$ cat src/rtl/core/dwi_pkg.sv
// ----------------------------------------------------------------------------
// dwi_pkg
// Shared types and constants for the drowsiness window indicators.
// ----------------------------------------------------------------------------
package dwi_pkg;

  localparam int unsigned IvBits     = 10;
  localparam int unsigned HeightBits = 10;
  localparam int unsigned TimeBits   = 16;

  // Configuration register indexes
  typedef enum logic [2:0] {
    REG_BASELINE   = 3'd0,
    REG_PERCLOS_TH = 3'd1,
    REG_CLOSURE_TH = 3'd2,
    REG_PERCLOS_WIN = 3'd3,
    REG_BLINK_WIN  = 3'd4
  } reg_idx_e;

  typedef struct packed {
    logic [1:0]            eyes_found;
    logic [HeightBits-1:0] eye_height_a;
    logic [HeightBits-1:0] eye_height_b;
    logic [IvBits-1:0]     interval_ms;
  } dwi_in_t;

  typedef struct packed {
    logic [HeightBits:0]   eye_height;
    logic [12:0]           perclos_q12;
    logic [TimeBits-1:0]   closure_time_ms;
    logic [12:0]           microsleep_q12;
    logic [11:0]           blink_count;
  } dwi_out_t;

endpackage

$ cat src/rtl/core/dwi_div.sv
// ----------------------------------------------------------------------------
// dwi_div
// Restoring divider, one quotient bit per cycle: (num * 4096) / den.
// ----------------------------------------------------------------------------
module dwi_div import dwi_pkg::*; #(
  parameter int unsigned NumBits = 17
) (
  input  logic               clk_i,
  input  logic               rst_ni,
  input  logic               start_i,
  input  logic [NumBits-1:0] num_i,
  input  logic [NumBits-1:0] den_i,
  output logic               busy_o,
  output logic [12:0]        quot_o
);

  localparam int unsigned QBits = NumBits + 13;
  localparam int unsigned CntBits = $clog2(QBits + 1);

  logic [QBits-1:0]   dvd_q;
  logic [NumBits:0]   rem_q;
  logic [NumBits-1:0] den_q;
  logic [CntBits-1:0] cnt_q;
  logic [NumBits+1:0] trial;

  assign trial  = {rem_q, dvd_q[QBits-1]} - {2'b0, den_q};
  assign busy_o = (cnt_q != '0);
  assign quot_o = dvd_q[12:0];

  // Shift and subtract
  always_ff @(posedge clk_i or negedge rst_ni) begin
    if (!rst_ni) begin
      cnt_q <= '0;
    end else if (start_i) begin
      cnt_q <= CntBits'(QBits);
    end else if (busy_o) begin
      cnt_q <= cnt_q - 1'b1;
    end
  end

  always_ff @(posedge clk_i) begin
    if (start_i) begin
      dvd_q <= {num_i, 13'd0} >> 1;
      rem_q <= '0;
      den_q <= den_i;
    end else if (busy_o) begin
      if (!trial[NumBits+1]) begin
        rem_q <= trial[NumBits:0];
        dvd_q <= {dvd_q[QBits-2:0], 1'b1};
      end else begin
        rem_q <= {rem_q[NumBits-1:0], dvd_q[QBits-1]};
        dvd_q <= {dvd_q[QBits-2:0], 1'b0};
      end
    end
  end

endmodule

$ cat config.mk
export PLATFORM = sky130hd
export DESIGN_NAME = dwi_div
export DESIGN_NICKNAME = d
export VERILOG_FILES = /design/src/rtl/core/dwi_pkg.sv /design/src/rtl/core/dwi_div.sv
export SDC_FILE = /design/constraint.sdc
export NUM_CORES = 1
export LEC_CHECK = 0
export ABC_AREA = 1
export BUFFER_PORTS_ARGS = -buffer_cell sky130_fd_sc_hd__buf_2
export CORE_MARGIN = 2
export CORE_UTILIZATION = 63
export DETAILED_ROUTE_END_ITERATION = 16
export MAX_ROUTING_LAYER = met4
export PLACE_DENSITY = 0.87
export REMOVE_ABC_BUFFERS = 1
export SETUP_SLACK_MARGIN = 0.3
export SLEW_MARGIN = 10
export SYNTH_ARGS = -nofsm -noshare
export SYNTH_HDL_FRONTEND = slang
export SYNTH_SLANG_ARGS = --single-unit
$ cat constraint.sdc
create_clock -name clk_i -period 5.3 [get_ports clk_i]
set_input_delay 0.53 -clock clk_i [delete_from_list [all_inputs] [get_ports clk_i]]
set_output_delay 0.53 -clock clk_i [all_outputs]
set_load 0.01 [all_outputs]
Word level (Yosys, flattened, before mapping) --
Cells that the tools add are included.
Word-level totals: input bits 37, logic and storage cells 15, output and inout bits 14, register bits after elaboration 70
Operators by class: reductions and logical operators 2, $add $sub $neg 2, multiplexer cells 6
Operator list (count):
- 2-to-1 mux 29 bit | 2
- subtractor 19 x 17 -> 19 bit | 1
- 2-to-1 mux 18 bit | 1
- 2-to-1 mux 5 bit | 2
- nonzero test 5 bit | 1
- subtractor 5 x 1 -> 5 bit, second input constant | 1
- nonzero test 2 bit | 1
- 2-to-1 mux 1 bit | 1

Depth between registers and ports, before layout --
Gate-level depths: netlist of run 1.
depth after elaboration 4, mapped depth 16, gate-level depth less buffers 16

Worst setup path before layout of run 1 --
Ideal clock, no wire load.
kind input to register, from in start_i, to reg dvd_q[12], enable pin, data required time 4.912 ns, slack 3.192 ns, library setup time 0.388 ns, path buffers 2, stages 4, data arrival time 1.720 ns, cells stage by stage clkbuf_1 > nor2_1 > inv_1 > buf_1
On the way: word-level cells in the longest chain between the ends 1
Ends and longest elaborated chain:
- start, declared | line dwi_div.sv:10 | input logic start_i,
- nonzero test 2 bit (no source line)
- end signal, assigned | line dwi_div.sv:43 | dvd_q <= {num_i, 13'd0} >> 1;
- end signal, assigned | line dwi_div.sv:49 | dvd_q <= {dvd_q[QBits-2:0], 1'b1};
- end signal, assigned | line dwi_div.sv:52 | dvd_q <= {dvd_q[QBits-2:0], 1'b0};
- end, declared | line dwi_div.sv:20 | logic [QBits-1:0] dvd_q;
No other way between the ends. A chain may end at the register's enable or synchronous reset.

==> results of run 1 <==
per-layer routing:
metal	track usage	vias up
met2	0.420	127
met3	0.0371	15
met5	-	-
met1	0.355	1671
li1	-	1840
met4	0.0852	0
cells by family (layout without fill, tap and decap cells):
| logic type | count (synthesis) | in the layout | share of synthesized area |
|---|---|---|---|
| adders and majority gates | 19 | 19 | 0.0569 |
| buffers and inverters | 157 | 196 | 0.156 |
| DFF | 70 | 70 | 0.410 |
| AOI/OAI and AO/OA | 64 | 64 | 0.0938 |
| xor gates and xnor gates | 9 | 9 | 0.0183 |
| and+or+nand+nor | 244 | 244 | 0.265 |
path summary, 6_finish.rpt:
path / start / endpoint / slack (ps) / cells after the start
setup / recovery: cnt_q[0] / dvd_q[21] / 2290 / 8
hold / removal: den_i[7] / den_q[7] / 370 / 1
setup reg to reg: cnt_q[0] / dvd_q[21] / 2290 / 8
hold reg to reg: dvd_q[28] / dvd_q[29] / 500 / 2
max in group asynchronous: rst_ni / cnt_q[0] / 4640 / 2
min in group asynchronous: rst_ni / cnt_q[1] / 530 / 2
synth_stat cells, types with 3 or more instances:
library cell / instances / area, um2
nor2_1: 19 / 71.3
buf_1: 4 / 15.0
o21ai_0: 24 / 120
nand2_4: 5 / 56.3
nor2_2: 3 / 18.8
nand2_1: 132 / 495
nand3_2: 6 / 60.1
clkbuf_1: 6 / 22.5
dfxtp_1: 31 / 621
buf_4: 13 / 97.6
a21oi_1: 9 / 45.0
buf_6: 4 / 45.0
nor3_1: 5 / 25.0
a22o_1: 16 / 140
nand4_1: 3 / 18.8
dfrtp_1: 5 / 125
inv_1: 125 / 469
o22ai_1: 11 / 68.8
edfxtp_1: 34 / 1020
inv_2: 3 / 11.3
nand3_1: 61 / 305
ha_1: 18 / 225
xor2_1: 7 / 61.3
cell type report:
| cell class | instances | share of cell area |
|---|---|---|
| clock inverters | 3 | 0.0147 |
| inverters | 128 | 0.102 |
| multi-input cells | 336 | 0.399 |
| flip-flops and latches | 70 | 0.376 |
| well taps | 80 | 0.0213 |
| clock buffers | 13 | 0.0296 |
| repair buffers | 52 | 0.0571 |
cell usage in the layout, fill, tap and decap left out, types with 9 or more instances in the layout:
| master | count |
|---|---|
| o22ai_1 | 11 |
| dfxtp_1 | 31 |
| a22o_1 | 16 |
| ha_1 | 18 |
| a21oi_1 | 9 |
| inv_1 | 125 |
| nand2_1 | 132 |
| clkbuf_8 | 9 |
| nand3_1 | 61 |
| buf_2 | 50 |
| nor2_1 | 19 |
| edfxtp_1 | 34 |
| o21ai_0 | 24 |
flip-flops by register name, indices dropped and copies added (netlist names):
signal and flops:
rem_q 18, cnt_q 5, den_q 17, dvd_q 30
metrics by stage:
stage	instances	cell area, um2
global route	682	4690
detailed placement	665	4480
CTS	682	4690
finish	682	4690
global placement	665	4480
floorplan	534	4120
power breakdown:
part / switching [uW] / internal (uW)
logic: 593 / 329
clock network: 188 / 267
registers: 68.6 / 659
total: 849 / 1250
worst max-delay path: cells and delay by family, from the launching register on:
family                   cells  cell delay (ps)
adder cells (fa/ha/maj)      1              220
flip-flops                   1              390
AO/OA/AOI/OAI                1              220
buffers and inverters        3             1390
AND/OR/NAND/NOR              3              650
what timing repair did:
action,CTS,global route
hold endpoints to repair,5,0
hold buffers,1,0
endpoints found under the setup margin,0,0
==> results by group, run 1 <==
Run status
  – Run status: finished clean

Timing
  – Fin crit share: 0.569
  – Tmin final: 3010 ps
  – Fmax: 332 MHz
  – Worst Skew: 5.68 ps
  – RSZ-0062 raised after global routing: no
  – Setup TNS Final: 0 ps
  – Post-route setup slack: 2290 ps
  – Least-Margin Pin Slew: 1000 ps
  – Slew Limit Fails: 0
  – Fin Hold WS: 365 ps
  – Final setup vio count: 0
  – Slew HR: 0.330
  – Final hold vios: 0

Yosys
  – Seq/Total Area, Yosys: 0.410
  – Syn Inst Count: 563
  – Yosys reg bits: 70
  – Dominant synthesized flop cell: edfxtp_1
  – Synth Area per Inst: 7.65 um2
  – Post-synthesis async set-or-reset flop share: 0.0714
  – Distinct cells, synth: 35
  – Syn Std Cell Area: 0.00431 mm2
  – EDFF count, synth: 34
  – Synth Warn #: 0

Route
  – Routed met1 length: 4060 um
  – WL/cell: 13.3 um
  – WL met2: 4250 um
  – Pre-Repair DR Iteration Count: 5
  – Residual DRC count: 0
  – Highest metal used: met4
  – Via count: 3653
  – Post-DRT Antenna Nets: 0
  – Total wire length: 9070 um
  – Vias/cell: 5.36
  – DRT iter0 DRCs: 277
  – WL met3: 626 um

Clock tree
  – Clock Sinks: 70
  – Total CTS buffers: 9
  – Post-CTS setup buffer count: 0
  – Clock latency at the later pin of the worst-skew pair: 340 ps
  – Clock transition at path regs: 70 ps
  – Root buf cell: clkbuf_8
  – CTS tree: yes
  – Htree depth: 3
  – CTS Buffer Depth: 2
  – Post-CTS resize count: 0

Floorplanning
  – Ports: 51
  – Die Wd: 86.7 um
  – Initial core utilization: 0.641
  – Core area: 0.00672 mm2
  – Rows: 30
  – Die area: 0.00752 mm2
  – Die H: 86.7 um

Pwr
  – PwrDens: 448 mW/mm2
  – Power, Total: 2100 uW
  – LEAKAGE: 0.00256 uW
  – Worst vdd ir: 0.213 mV

Critical path
  – Critical path peak fanout: 39
  – CP max stage delay: 710 ps
  – Startpoint Class: register
  – Cell mode on critical path: inv_1
  – Critical path cell sequence: inv_1, ha_1, nand2_1, nor2_1, inv_1, nand2_1, inv_1, a22o_1
  – Critical path class: register to register
  – Slowest CP cell: inv_1
  – Critical path arrival: 3220 ps
  – Worst setup EP type: register
  – WP data required: 5500 ps

Global routing
  – Grt total ovfl: 0
  – Largest net degree at the start of global routing: 40
  – Global-route wire length before repair: 15200 um
  – Initial antenna violation count: 0
  – Vias in the first global route: 3347
  – GRT Util Overall: 0.266

Min path
  – Hold Path Class: primary input to register

Place
  – Place WS: 2350 ps
  – RD Place Congestion: 0.970
  – Final HPWL DP: 6730 um
  – PortBufs: 50

Layout
  – Fillers: 548
  – Number of diodes: 0
  – Post-layout util: 0.699
  – Nets: 653
  – FF+latch area: 0.00177 mm2
  – Area of the multi-input gates: 0.00187 mm2
  – Layout cells sized above 1: 0.148
  – Syn-to-layout area delta: 8.95%

Flow run
  – Max-cap violations: 0
(Power assumes the default switching activity.)
==> inputs of run 2 (changes only) <==
CORE_UTILIZATION = 53   (was 63)
PLACE_DENSITY = 0.78   (was 0.87)
clock period = 2.55 ns   (was 5.3 ns; I/O delays follow)
==> run 2 against run 1 <==
Effect of this change: utilization fell by 7.6 points; setup slack got worse by 1900 ps; cell count rose by 4.4%; combinational power rose by 130%; via count rose by 2.1%; die area rose by 18%; count of clock-buffer cells in the layout fell by 3; critical path type unchanged.
==> results by group, run 2 (synthesized netlist as in run 1, its figures left out) <==
Run status
  – Run status: finished clean

Layout
  – Max FFs per register: 30
  – Most frequent cells in the layout: nand2_1 (131), inv_1 (124), nand3_1 (60)
  – Syn-to-layout area delta: 12.8%
  – Number of diodes: 0
  – Fillers: 706
  – Layout cells sized above 1: 0.169
  – Finished Layout Cells: 712
  – Regs by FF count: dvd_q (30), rem_q (18), den_q (17)
  – Nets: 661
  – Area of the multi-input gates: 0.00194 mm2
  – FF+latch area: 0.00177 mm2
  – Largest Register: dvd_q
  – Commonest non-fill, non-tap cell in the layout: nand2_1

Floorplanning
  – Rows: 32
  – Initial core utilization: 0.552
  – Die Wd: 94.2 um
  – Die H: 94.2 um
  – Ports: 51
  – Core area: 0.00781 mm2
  – Die area: 0.00887 mm2

Place
  – Dpl cells: 691
  – RD Place Congestion: 0.943
  – PortBufs: 50
  – Final HPWL DP: 6820 um

Clock tree
  – CTS tree: yes
  – Total CTS buffers: 9
  – Root buf cell: clkbuf_8
  – Clock Sinks: 70
  – Htree depth: 3
  – Clock latency at the later pin of the worst-skew pair: 350 ps
  – CTS Buffer Depth: 2
  – Clock transition at path regs: 80 ps

Critical path
  – Critical path peak fanout: 9
  – Critical path class: register to register
  – Critical path arrival: 2380 ps
  – Worst setup EP type: register
  – WP data required: 2800 ps
  – Startpoint Class: register

Route
  – DRT iter0 DRCs: 223
  – Pre-Repair DR Iteration Count: 5
  – Post-DRT Antenna Nets: 0
  – Total wire length: 9540 um
  – Residual DRC count: 0
  – WL/cell: 13.4 um
  – Vias/cell: 5.24
  – Via count: 3729

Global routing
  – Grt total ovfl: 0
  – Largest net degree at the start of global routing: 38
  – Vias in the first global route: 3485
  – Global-route wire length before repair: 15700 um
  – Initial antenna violation count: 0
  – GRT Util Overall: 0.232

Flow run
  – Max-cap violations: 0

Timing
  – Least-Margin Pin Slew: 1000 ps
  – Slew HR: 0.331
  – Setup TNS Final: 0 ps
  – Slew Limit Fails: 0
  – Fin crit share: 0.838
  – Final hold vios: 0
  – RSZ-0062 raised after global routing: yes
  – Fmax: 468 MHz
  – Worst Skew: 10.1 ps
  – Final setup vio count: 0
  – Tmin final: 2140 ps

Pwr
  – Worst vdd ir: 0.491 mV
  – LEAKAGE: 0.00260 uW
  – PwrDens: 943 mW/mm2

Min path
  – Hold Path Class: primary input to register
## run 2: cell count changes in the layout (fill, tap and decap cells not counted), moves of 2 or more
cell	before	now
nand2_8	0	3
nand3_4	2	4
clkbuf_1	4	1
nand2_4	5	2
clkinv_1	0	2
buf_4	1	6
## run 2: final timing paths
path                           start         to  slack, ps  depth (start not counted)
setup / recovery           rem_q[11]  rem_q[15]        410                         12
hold / removal              den_i[1]   den_q[1]         80                          1
setup reg to reg           rem_q[11]  rem_q[15]        410                         12
max in group asynchronous     rst_ni   cnt_q[4]       2170                          2
min in group asynchronous     rst_ni   cnt_q[2]        240                          2
hold reg to reg            dvd_q[28]  dvd_q[29]        470                          2
## run 2: area by class of cell
class,count,share of cell area
multi-input combinational,338,0.400
sequential,70,0.364
inverter,128,0.0989
timing repair buffer,58,0.0670
clock buffer,10,0.0263
tap,102,0.0263
clock inverter,6,0.0175
## run 2: critical path, stage by stage (launching register included)
cell,delay [ps]
dfxtp_1,340
ha_1,400
nand2_2,120
inv_1,50
nand2_1,90
a21oi_2,70
nor2_4,280
buf_12,160
nand3_4,160
nand3_1,150
nand3_1,90
nand2_1,80
inv_1,50
## run 2: per-layer routing
layer	global-route usage	routed length (um)
met1	0.303	4190
met2	0.371	4620
met3	0.0353	585
met4	0.0797	133
met5	-	0
## run 2: through the flow
stage	power, uW	area, um2	worst slack, ps	hold WS, ps	utilization
finish	4580	4860	413	77.8	0.622
detailed placement	3410	4530	386	74.5	0.581
floorplan	2950	4120	164	-40.6	-
global placement	3350	4530	459	71.2	0.581
CTS	4390	4760	351	65.1	0.609
global route	4920	4860	266	66.6	0.622
## run 2: what timing repair did
| action | 4_1_cts | 5_1_grt |
|---|---|---|
| endpoints found under the hold margin | 5 | 0 |
| hold buffers | 1 | 0 |
| endpoints found under the setup margin | 0 | 22 |
| resized for setup | 0 | 10 |
| setup buffers | 0 | 2 |
## run 2: where the power goes
group / switching, uW / leakage [uW] / total [uW] / internal, uW
logic: 1320 / 0.00184 / 2100 / 778
clock network: 418 / 0.000106 / 967 / 550
registers: 143 / 0.000656 / 1510 / 1370
